===== config.mk =====
export PLATFORM = sky130hd
export DESIGN_NAME = sdbt_front
export DESIGN_NICKNAME = d
export VERILOG_FILES = /design/src/design/sdbt_pkg.sv /design/src/design/sdbt_front.sv
export SDC_FILE = /design/constraint.sdc
export NUM_CORES = 1
export LEC_CHECK = 0
export BUFFER_PORTS_ARGS = -buffer_cell sky130_fd_sc_hd__buf_2
export CORE_MARGIN = 4
export CORE_UTILIZATION = 56
export CTS_CLUSTER_SIZE = 16
export DETAILED_ROUTE_END_ITERATION = 10
export PLACE_DENSITY_LB_ADDON = 0.05
export RECOVER_POWER = 100
export SLEW_MARGIN = 20
export SYNTH_ARGS = -nofsm -noshare
export SYNTH_HDL_FRONTEND = slang
export SYNTH_SLANG_ARGS = --single-unit

===== constraint.sdc =====
create_clock -name i_clk -period 6.91 [get_ports i_clk]
set_input_delay 0.691 -clock i_clk [delete_from_list [all_inputs] [get_ports i_clk]]
set_output_delay 0.691 -clock i_clk [all_outputs]
set_load 0.05 [all_outputs]

===== src/design/sdbt_pkg.sv =====
// sdbt_pkg: types, codes and geometry helpers for the sparse disk block translation core
// no dependencies; imported by sdbt_front, sdbt_back and the top level
`default_nettype none

package sdbt_pkg;

    localparam int TABLE_DEPTH_DEF = 1024;
    localparam int IDX_W           = 16;

    localparam logic [31:0] UNALLOC    = 32'hFFFF_FFFF;
    localparam logic [33:0] FREE_LIMIT = 34'h0_FFFF_FFFF;
    localparam logic [4:0]  MIN_LOG2   = 5'd9;
    localparam logic [4:0]  BITMAP_LOG2 = 5'd21;

    localparam logic [1:0] KIND_LOAD  = 2'd0;
    localparam logic [1:0] KIND_READ  = 2'd1;
    localparam logic [1:0] KIND_WRITE = 2'd2;

    localparam logic [2:0] ST_MAPPED    = 3'd0;
    localparam logic [2:0] ST_UNALLOC   = 3'd1;
    localparam logic [2:0] ST_ALLOCATED = 3'd2;
    localparam logic [2:0] ST_REFUSED   = 3'd3;
    localparam logic [2:0] ST_LOADED    = 3'd4;

    localparam logic [1:0] REG_BLOCK_LOG2   = 2'd0;
    localparam logic [1:0] REG_TABLE_ENTRIES = 2'd1;
    localparam logic [1:0] REG_DISK_SECTORS = 2'd2;
    localparam logic [1:0] REG_FREE_START   = 2'd3;

    typedef enum logic [1:0] {
        OP_LOAD,
        OP_READ,
        OP_WRITE
    } t_op;

    typedef enum logic {
        BK_IDLE,
        BK_EXEC
    } t_back_state;

    typedef struct packed {
        t_op              op;
        logic             in_range;
        logic             beyond_disk;
        logic [IDX_W-1:0] idx;
        logic [9:0]       upd_idx;
        logic [22:0]      off;
        logic [31:0]      word;
    } t_item;

    typedef struct packed {
        logic [2:0]  status;
        logic [33:0] file_sector;
        logic        bitmap_fill;
        logic [31:0] bitmap_sector;
        logic        table_update;
        logic [9:0]  update_index;
        logic [33:0] footer_sector;
    } t_result;

    function automatic logic [4:0] f_eff_log2(input logic [4:0] l);
        return (l < MIN_LOG2) ? MIN_LOG2 : l;
    endfunction

    function automatic logic [22:0] f_block_sectors(input logic [4:0] l);
        logic [4:0] e;
        e = f_eff_log2(l) - MIN_LOG2;
        return 23'(1) << e;
    endfunction

    function automatic logic [10:0] f_bitmap_sectors(input logic [4:0] l);
        logic [4:0] e;
        e = f_eff_log2(l);
        return (e <= BITMAP_LOG2) ? 11'd1 : (11'd1 << (e - BITMAP_LOG2));
    endfunction

endpackage

`default_nettype wire


===== src/design/sdbt_front.sv =====
// sdbt_front: accepts input words, decodes kind and block geometry, two-entry queue
// depends on sdbt_pkg
`default_nettype none

module sdbt_front
    import sdbt_pkg::*;
#(
    parameter int TABLE_DEPTH = TABLE_DEPTH_DEF
) (
    input  wire logic        i_clk,
    input  wire logic        i_rst_n,
    input  wire logic [4:0]  i_block_log2,
    input  wire logic [10:0] i_table_entries,
    input  wire logic [31:0] i_disk_sectors,
    input  wire logic        i_valid,
    output logic             o_ready,
    input  wire logic [1:0]  i_kind,
    input  wire logic [31:0] i_sector,
    input  wire logic [9:0]  i_load_index,
    input  wire logic [31:0] i_load_word,
    output t_item            o_head,
    output logic             o_head_valid,
    input  wire logic        i_pop
);

    localparam logic [16:0] DEPTH_V = 17'(TABLE_DEPTH);

    logic [4:0]  shift;
    logic [31:0] bidx;
    logic [31:0] blk_off;
    logic [16:0] eff_entries;
    logic        push;
    t_item       n_item;

    t_item       r_q [2];
    logic        r_wp;
    logic        r_rp;
    logic [1:0]  r_cnt;
    logic [1:0]  n_cnt;

    always_comb begin
        shift       = f_eff_log2(i_block_log2) - MIN_LOG2;
        bidx        = i_sector >> shift;
        blk_off     = i_sector & ~(32'hFFFF_FFFF << shift);
        eff_entries = ({6'd0, i_table_entries} > DEPTH_V) ? DEPTH_V
                                                           : {6'd0, i_table_entries};
        n_item.beyond_disk = i_sector >= i_disk_sectors;
        n_item.upd_idx     = bidx[9:0];
        n_item.off         = 23'(blk_off[21:0]) + 23'(f_bitmap_sectors(i_block_log2));
        n_item.word        = i_load_word;
        case (i_kind)
            KIND_LOAD: begin
                n_item.op       = OP_LOAD;
                n_item.idx      = IDX_W'(i_load_index);
                n_item.in_range = {7'd0, i_load_index} < DEPTH_V;
            end
            KIND_WRITE: begin
                n_item.op       = OP_WRITE;
                n_item.idx      = bidx[IDX_W-1:0];
                n_item.in_range = bidx < {15'd0, eff_entries};
            end
            default: begin
                n_item.op       = OP_READ;
                n_item.idx      = bidx[IDX_W-1:0];
                n_item.in_range = bidx < {15'd0, eff_entries};
            end
        endcase
    end

    assign o_ready      = r_cnt != 2'd2;
    assign push         = i_valid && o_ready;
    assign o_head       = r_q[r_rp];
    assign o_head_valid = r_cnt != 2'd0;
    assign n_cnt        = r_cnt + {1'b0, push} - {1'b0, i_pop};

    always_ff @(posedge i_clk) begin
        if (!i_rst_n) begin
            r_wp  <= 1'b0;
            r_rp  <= 1'b0;
            r_cnt <= 2'd0;
        end else begin
            if (push) begin
                r_wp <= ~r_wp;
            end
            if (i_pop) begin
                r_rp <= ~r_rp;
            end
            r_cnt <= n_cnt;
        end
    end

    always_ff @(posedge i_clk) begin
        if (push) begin
            r_q[r_wp] <= n_item;
        end
    end

endmodule

`default_nettype wire


==> results of run 1 <==
synthesized netlist by cell type (6+ instances only):
cell type  instances  share of area, %
a211oi_1           6              0.43
a21boi_0           9              0.64
a21o_1            19               1.4
a21oi_1           43               2.0
and2_1            11              0.65
and3_1             7              0.42
buf_1              6              0.21
clkbuf_1          27              0.96
edfxtp_1         170                48
ha_1              60               7.1
inv_1             50               1.8
mux2_2            94                10
mux2i_1           16               1.5
mux4_2            27               5.8
nand2_1           69               2.5
nand2b_1           6              0.36
nand3_1           19              0.90
nand4_1           16              0.95
nor2_1            41               1.5
nor2b_1            8              0.47
nor3_1            11              0.52
nor4_1             8              0.47
o21a_1             7              0.50
o21ai_0           36               1.7
xnor2_1           12               1.0
xor2_1            10              0.83
sequential cells by signal (all words and copies together) (netlist names), named ones only:
register  count
r_q         170
r_cnt         2
r_wp          1
r_rp          1
layout make-up:
class,instances,area share [%]
flip-flops and latches,175,42.4
clock inverters,14,1.21
multi-input cells,595,40.5
well taps,229,2.34
repair buffers,225,8.31
inverters,51,1.60
clock buffers,18,3.58
worst register-to-register path: stages, from the launching register on:
cell      delay [ns]
dfxtp_1         0.33
inv_1           0.06
nand2_1         0.09
nand2_1         0.09
nor2_1          2.00
clkbuf_1        2.27
stage by stage:
| step | util (%) | instances |
|---|---|---|
| after CTS | 68.0 | 1307 |
| after global placement | 64.8 | 1275 |
| after floorplan | - | 862 |
| final | 67.1 | 1307 |
| after detailed placement | 64.8 | 1275 |
| after global routing | 67.1 | 1307 |
power by group through the flow:
| stage | combinational [W] | sequential [W] | clock, W |
|---|---|---|---|
| 2_1_floorplan | 0.000968 | 0.00145 | 0 |
| 3_3_place_gp | 0.00128 | 0.00144 | 0 |
| 3_5_place_dp | 0.00128 | 0.00145 | 0 |
| 4_1_cts | 0.00128 | 0.00143 | 0.000944 |
| 5_1_grt | 0.00134 | 0.00145 | 0.000984 |
| 6_report | 0.00125 | 0.00143 | 0.000928 |
how the worst max path moves through the flow:
stage	cells after the start	startpoint	slack (ns)	end
6_report	15	i_block_log2[4]	1.01	r_q[1][82]
5_1_grt	19	i_block_log2[4]	0.40	r_q[1][54]
4_1_cts	20	i_block_log2[4]	1.37	r_q[1][50]
3_5_place_dp	20	i_block_log2[4]	0.92	r_q[0][50]
3_3_place_gp	20	i_block_log2[4]	1.13	r_q[0][50]
2_1_floorplan	23	i_block_log2[0]	1.57	r_q[0][50]
cells by family after synthesis:
group,share of synthesized area [%]
AOI/OAI and AO/OA,9.49
muxes,18.6
DFF,49.3
and+or+nand+nor,9.85
xor gates and xnor gates,1.83
adders and majority gates,7.30
buffers and inverters,3.64
cells in the final DEF, fill, tap and decap left out, types with 8 or more instances in the layout:
master       n
edfxtp_1   170
buf_2      121
clkbuf_1    98
mux2_2      81
nand2_1     69
ha_1        60
inv_1       50
a21oi_1     43
nor2_1      41
o21ai_0     38
mux4_2      27
a21o_1      19
nand3_1     19
clkbuf_16   17
nand4_1     16
mux2i_1     15
mux2_1      13
nor3_1      11
xnor2_1     11
xor2_1      10
a21boi_0     9
nor2b_1      8
nor4_1       8
layer usage:
layer  track usage, %  vias to the layer above  routed length (um)
met1             35.0                     3609               11800
met5                0                        -                   0
met2             37.0                      336               11500
met3             4.30                       47                1860
li1                 -                     3695                   -
met4             7.08                        0                 553
==> results.json, run 1 <==
{
  "min_path_cells": 1,
  "final_area_um2": 12300,
  "clk_latency_ns": 0.42,
  "synth_fp_nets": 1051,
  "grt.total_usage_pct": 24.0,
  "grt_max_degree": 62,
  "setup_ws_ns": 1.01,
  "max_stage_delay_ns": 0.83,
  "antenna_found_initial": 0,
  "clock_power_share_pct": 25.7,
  "ctsResizeCount": 0,
  "seqPwrFrac_pct": 39.7,
  "gp_congestion": 0.949,
  "p_leak_nw": 4.83,
  "pin_count": 215,
  "cts_buffers": 17,
  "placed_area_um2": 11800,
  "async_flop_share_pct": 0,
  "area_growth_pct": 16.2,
  "critPathLaunchType": "input port",
  "critPathTopFamily": "compound AO/OA/AOI/OAI gates",
  "die_y_um": 145,
  "syn_area_per_cell_um2": 12.2,
  "diodes": 0,
  "drv_slew": 239,
  "swShare_pct": 37.9,
  "fp.dieArea_um2": 21100,
  "synth_edf_count": 170,
  "reg2reg_depth": 5,
  "seq_area_frac_synth_pct": 49.3,
  "hold_start": "i_load_word[9]",
  "grt_pass1_vias": 7516,
  "synthFlopType": "edfxtp_1",
  "dr_total_vias": 7687,
  "root_buffer": "clkbuf_16",
  "fin_setup_tns_ns": 0,
  "portBuffers": 214,
  "finalPower_w": 0.00361,
  "cp-end-kind": "register",
  "cp_num_buf_inv": 2,
  "period_share_pct": 85.4,
  "core_area_um2": 18300,
  "finClkSkew_ns": 0.0115,
  "violations": "capacitance limit, slew limit",
  "pre_cts_slack_ns": 0.922,
  "cts_tree": "built",
  "pwr-share-comb_pct": 34.6,
  "yosysWarnings": 0,
  "hold_buffers": 0,
  "slowest_stage": "ha_1",
  "drive_above_1_share_pct": 25.8,
  "nFillCells": 1447,
  "post_cts_buffers": 0,
  "clk_pin_slew_ns": 0.07,
  "rows": 49,
  "ff2ff_setup_slack_ns": 1.56,
  "final-setup-viol-count": 0,
  "fmax_ghz": 0.169,
  "worstMarginPinSlew_ns": 3.50,
  "synthCells": 862,
  "yosysUniqueCellTypes": 65,
  "max_cap_viol_count": 5,
  "viasPerCell": 5.88,
  "drt_pass1_iterations": 5,
  "ys_ff_latch": 175,
  "whs_ns": 0.447,
  "min_to": "r_q[0][9]",
  "gr-total-overflow": 0,
  "drtIter0Drc": 684,
  "worstSetupPathType": "in2reg",
  "timing.rr.start": "r_cnt[0]",
  "drtAntennaViolNets": 0,
  "power_density_nw_per_um2": 295,
  "hpwl_mm": 18.8,
  "wire_per_inst_um": 19.7,
  "cp.required_ns": 7.14,
  "worst_ep_arrival_time_ns": 6.13,
  "multi_input_area_um2": 4970,
  "worstReg2RegEnd": "r_q[0][61]",
  "crit_chain": "buf_2, o21bai_1, or2_0, ha_1, clkbuf_1, mux4_2, mux4_2, nand2_1, o21ai_0, ha_1, a21o_1, a21oi_1, nand4_1, o21a_1, a211oi_1",
  "ff_latch_area_um2": 5200,
  "finalNetCount": 1254,
  "internal_power_w": 0.00224,
  "wirelength_mm": 25.8,
  "initial_core_util_pct": 57.8,
  "switchingPower_w": 0.00137,
  "vdd_ir_drop_max_mv": 0.172,
  "clkSinkCount": 175,
  "htree_levels": 4,
  "grt_pass1_wl_mm": 40.6,
  "slew_headroom_pct": -133,
  "syn_area_um2": 10600,
  "path_max_fanout": 23,
  "drc": 0,
  "hold_path.class": "in2reg",
  "cts.path.max_buffers": 2,
  "rsz0062_at_grt": "no",
  "min_period_ns": 5.90,
  "die_w_um": 145,
  "finalHoldViolCount": 0,
  "status": "finished with violations"
}
Power figures use the tool's default switching activity.
==> run 2: changes to the inputs <==
Settings changed: BUFFER_PORTS_ARGS -buffer_cell sky130_fd_sc_hd__buf_2 to not set, CORE_UTILIZATION 56 to 60, DONT_BUFFER_PORTS set to 1, TNS_END_PERCENT set to 30.
==> results.json, run 2 (same netlist as run 1, synthesis figures left out) <==
{
  "internal_power_w": 0.00218,
  "finalPower_w": 0.00353,
  "final_area_um2": 11300,
  "drive_above_1_share_pct": 8.83,
  "area_growth_pct": 7.19,
  "grt.total_usage_pct": 26.8,
  "wl_met1_mm": 11.1,
  "drv_slew": 234,
  "reg_top3": "r_q: 170 flops, r_cnt: 2 flops",
  "utilization_pct": 65.6,
  "top_layer_used": "met4",
  "fmax_ghz": 0.170,
  "cts_buffers": 17,
  "worstSetupPathType": "in2reg",
  "cp-end-kind": "register",
  "dr_total_vias": 7197,
  "wirelength_mm": 26.6,
  "clk_latency_ns": 0.43,
  "die_y_um": 141,
  "post_cts_buffers": 0,
  "hold_buffers": 0,
  "slew_headroom_pct": -114,
  "critPathTopFamily": "compound AO/OA/AOI/OAI gates",
  "hold_path.class": "in2reg",
  "drc": 0,
  "min_period_ns": 5.90,
  "final-setup-viol-count": 0,
  "max_stage_delay_ns": 0.76,
  "portBuffers": 0,
  "vdd_ir_drop_max_mv": 0.225,
  "wire_per_inst_um": 24.5,
  "cts.path.max_buffers": 2,
  "placed_area_um2": 10700,
  "finalNetCount": 1037,
  "clkSinkCount": 175,
  "largest_register_ffs": 170,
  "htree_levels": 4,
  "gr-total-overflow": 0,
  "drtIter0Drc": 541,
  "gp_congestion": 0.914,
  "diodes": 0,
  "critPathLaunchType": "input port",
  "root_buffer": "clkbuf_16",
  "core_area_um2": 17200,
  "p_leak_nw": 4.26,
  "power_density_nw_per_um2": 312,
  "wl_met3_mm": 2.27,
  "cp.required_ns": 7.11,
  "ctsResizeCount": 0,
  "layout_common_cells": "170 x edfxtp_1, 90 x mux2_1, 69 x nand2_1",
  "fin_setup_tns_ns": 0,
  "grt_pass1_vias": 7254,
  "fp.dieArea_um2": 19800,
  "rsz0062_at_grt": "no",
  "layout_commonest_cell": "edfxtp_1",
  "worst_ep_arrival_time_ns": 6.10,
  "pin_count": 215,
  "slowest_stage": "or2_0",
  "finClkSkew_ns": 0.00878,
  "status": "finished with violations",
  "cp_num_buf_inv": 2,
  "drt_pass1_iterations": 6,
  "rows": 48,
  "switchingPower_w": 0.00135,
  "wl_met2_mm": 12.5,
  "worstMarginPinSlew_ns": 3.21,
  "clk_pin_slew_ns": 0.08,
  "pwr-share-comb_pct": 31.6,
  "grt_pass1_wl_mm": 40.9,
  "die_w_um": 141,
  "path_max_fanout": 32,
  "initial_core_util_pct": 61.2,
  "swShare_pct": 38.2,
  "period_share_pct": 85.3,
  "grt_max_degree": 86,
  "antenna_found_initial": 0,
  "cts_tree": "built",
  "viasPerCell": 6.63,
  "finalHoldViolCount": 0,
  "max_cap_viol_count": 5,
  "seqPwrFrac_pct": 40.7,
  "regMostFlops": "r_q",
  "drtAntennaViolNets": 0,
  "clock_power_share_pct": 27.7,
  "hpwl_mm": 19.6,
  "violations": "capacitance limit, slew limit",
  "whs_ns": 0.349,
  "crit_chain": "nor3_1, or2_0, inv_6, ha_1, xnor2_1, buf_4, nor2_1, a222oi_1, a21oi_1, ha_1, a21o_1, a21o_1, a21oi_1, nand4_1, o21a_1, a211oi_1"
}
-- run 2: worst paths after layout --
check                  start    endpoint  slack, ns  cells after the start
max          i_block_log2[1]  r_q[0][82]       1.01                     16
min          i_load_word[26]  r_q[1][26]       0.35                      0
max reg2reg         r_cnt[0]  r_q[1][71]       2.12                      4
min reg2reg             r_rp        r_rp       0.60                      2
-- run 2: layout make-up --
type                    count  area [um^2]
well taps                 225          282
multi-input cells         595         4960
flip-flops and latches    175         5200
inverters                  51          196
fillers                  1284         5930
clock inverters            15          190
clock buffers              17          425
repair buffers              8         46.3
-- run 2: power by group through the flow --
stage / Sequential [W] / Combinational [W] / Clock [W]
2_1_floorplan: 0.00145 / 0.000968 / 0
3_3_place_gp: 0.00145 / 0.00112 / 0
3_5_place_dp: 0.00147 / 0.00114 / 0
4_1_cts: 0.00145 / 0.00114 / 0.000996
5_1_grt: 0.00145 / 0.00118 / 0.00105
6_report: 0.00144 / 0.00112 / 0.000978
-- run 2: routing by layer --
metal	track usage, %	vias up
met5	0	-
met4	8.92	0
met3	7.23	52
met2	42.2	378
met1	36.4	3514
li1	-	3253
-- run 2: through the flow --
step | instances | setup slack (ns)
finish | 1086 | 1.01
CTS | 1084 | 1.64
global placement | 1052 | 1.36
detailed placement | 1052 | 1.20
global route | 1086 | 0.624
floorplan | 862 | 1.57
==> run 3: changes to the inputs <==
Settings changed: MAX_ROUTING_LAYER set to met4.
==> results.json, run 3 (same netlist as run 1, synthesis figures left out) <==
{
  "gp_congestion": 0.951,
  "rsz0062_at_grt": "no",
  "cp-end-kind": "register",
  "die_y_um": 141,
  "fin_cells": 1088,
  "layout_common_cells": "170 x edfxtp_1, 91 x mux2_1, 69 x nand2_1",
  "pin_count": 215,
  "cp-startpoint": "i_block_log2[1]",
  "cts_buffers": 17,
  "cp_num_buf_inv": 1,
  "grt.total_usage_pct": 28.0,
  "grt_max_degree": 86,
  "dp_cells": 1055,
  "period_share_pct": 84.4,
  "core_area_um2": 17200,
  "critPathTopFamily": "compound AO/OA/AOI/OAI gates",
  "reg_top3": "r_q: 170 flops, r_cnt: 2 flops",
  "power_density_nw_per_um2": 312,
  "hold_path.class": "in2reg",
  "die_w_um": 141,
  "timing.rr.start": "r_cnt[0]",
  "gr-total-overflow": 0,
  "cp.required_ns": 7.17,
  "clkSinkCount": 175,
  "wirelength_mm": 27.0,
  "hold_start": "i_kind[0]",
  "drtIter0Drc": 531,
  "regMostFlops": "r_q",
  "root_buffer": "clkbuf_16",
  "post_cts_buffers": 0,
  "nFillCells": 1255,
  "fin_setup_tns_ns": 0,
  "ctsResizeCount": 0,
  "rows": 48,
  "p_leak_nw": 4.27,
  "vdd_ir_drop_max_mv": 0.208,
  "worst_ep_arrival_time_ns": 6.09,
  "layout_commonest_cell": "edfxtp_1",
  "fmax_ghz": 0.171,
  "final-setup-viol-count": 0,
  "dr_total_vias": 7131,
  "clk_pin_slew_ns": 0.07,
  "max_cap_viol_count": 4,
  "drt_pass1_iterations": 5,
  "initial_core_util_pct": 61.2,
  "htree_levels": 4,
  "drv_slew": 211,
  "grt_pass1_wl_mm": 41.8,
  "viasPerCell": 6.55,
  "drc": 0,
  "grt_pass1_vias": 7295,
  "finClkSkew_ns": 0.0125,
  "hold_buffers": 0,
  "cts.path.max_buffers": 2,
  "hpwl_mm": 19.8,
  "clk_latency_ns": 0.43,
  "antenna_found_initial": 0,
  "finalNetCount": 1039,
  "portBuffers": 0,
  "max_stage_delay_ns": 0.93,
  "path_max_fanout": 24,
  "violations": "capacitance limit, slew limit",
  "fp.dieArea_um2": 19800,
  "worstSetupPathType": "in2reg",
  "finalHoldViolCount": 0,
  "drtAntennaViolNets": 0,
  "largest_register_ffs": 170,
  "drive_above_1_share_pct": 8.92,
  "area_growth_pct": 7.34,
  "wire_per_inst_um": 24.8,
  "slowest_stage": "clkbuf_1",
  "slew_headroom_pct": -220,
  "crit_chain": "nor3_1, or2_0, ha_1, clkbuf_1, mux4_2, mux2i_1, nor2_1, o31a_1, ha_1, a21o_1, a2111oi_0, nand4_1, a211oi_2",
  "cp_common_cell": "ha_1",
  "worstMarginPinSlew_ns": 4.79,
  "critPathLaunchType": "input port",
  "status": "finished with violations",
  "min_period_ns": 5.83,
  "diodes": 0,
  "cts_tree": "built"
}
run 3: layout make-up:
type	instances	area (um^2)	share of cell area, %
Clock buffer	17	425	3.76
Clock inverter	15	190	1.68
Inverter	51	196	1.73
Multi-Input combinational cell	595	4970	43.9
Sequential cell	175	5200	46.0
Tap cell	225	282	2.49
Timing Repair Buffer	10	56.3	0.497
run 3: worst reg2reg max path, delay by kind of cell, from the launching register on:
kind          cells  cell delay (ns)
buf+inv           3             3.07
flops             1             0.34
simple gates      3             1.96
run 3: worst paths after layout:
path           endpoint  slack (ns)  cells past startpoint
max reg2reg  r_q[0][59]        1.10                      6
min reg2reg        r_wp        0.60                      2
min          r_q[0][83]        0.35                      0
max          r_q[1][82]        1.08                     13
run 3: routing by layer:
metal	wire length [um]	up-vias	track usage, %	part of all wire (%)
li1	-	3248	-	-
met1	11200	3481	37.8	42
met2	13000	361	43.8	48
met3	2340	41	5.73	8.7
met4	461	0	7.55	1.7
met5	0	-	-	0
run 3: report_power, final:
part | total, W | internal (W) | leakage (nW) | switching (W)
Clock | 0.000981 | 0.000524 | 0.301 | 0.000456
Sequential | 0.00144 | 0.00140 | 1.64 | 0.0000468
Combinational | 0.00111 | 0.000265 | 2.33 | 0.000849
Total | 0.00354 | 0.00219 | 4.27 | 0.00135
run 3: through the flow:
| stage | instance area [um^2] | utilization, % | power, W | hold WS, ns | worst slack [ns] |
|---|---|---|---|---|---|
| 2_1_floorplan | 10600 | - | 0.00241 | 0.542 | 1.57 |
| 3_3_place_gp | 10700 | 62.3 | 0.00257 | 0.561 | 1.29 |
| 3_5_place_dp | 10800 | 62.5 | 0.00261 | 0.591 | 1.09 |
| 4_1_cts | 11400 | 66.0 | 0.00360 | 0.329 | 1.54 |
| 5_1_grt | 11300 | 65.7 | 0.00368 | 0.331 | 0.573 |
| 6_report | 11300 | 65.7 | 0.00354 | 0.352 | 1.08 |
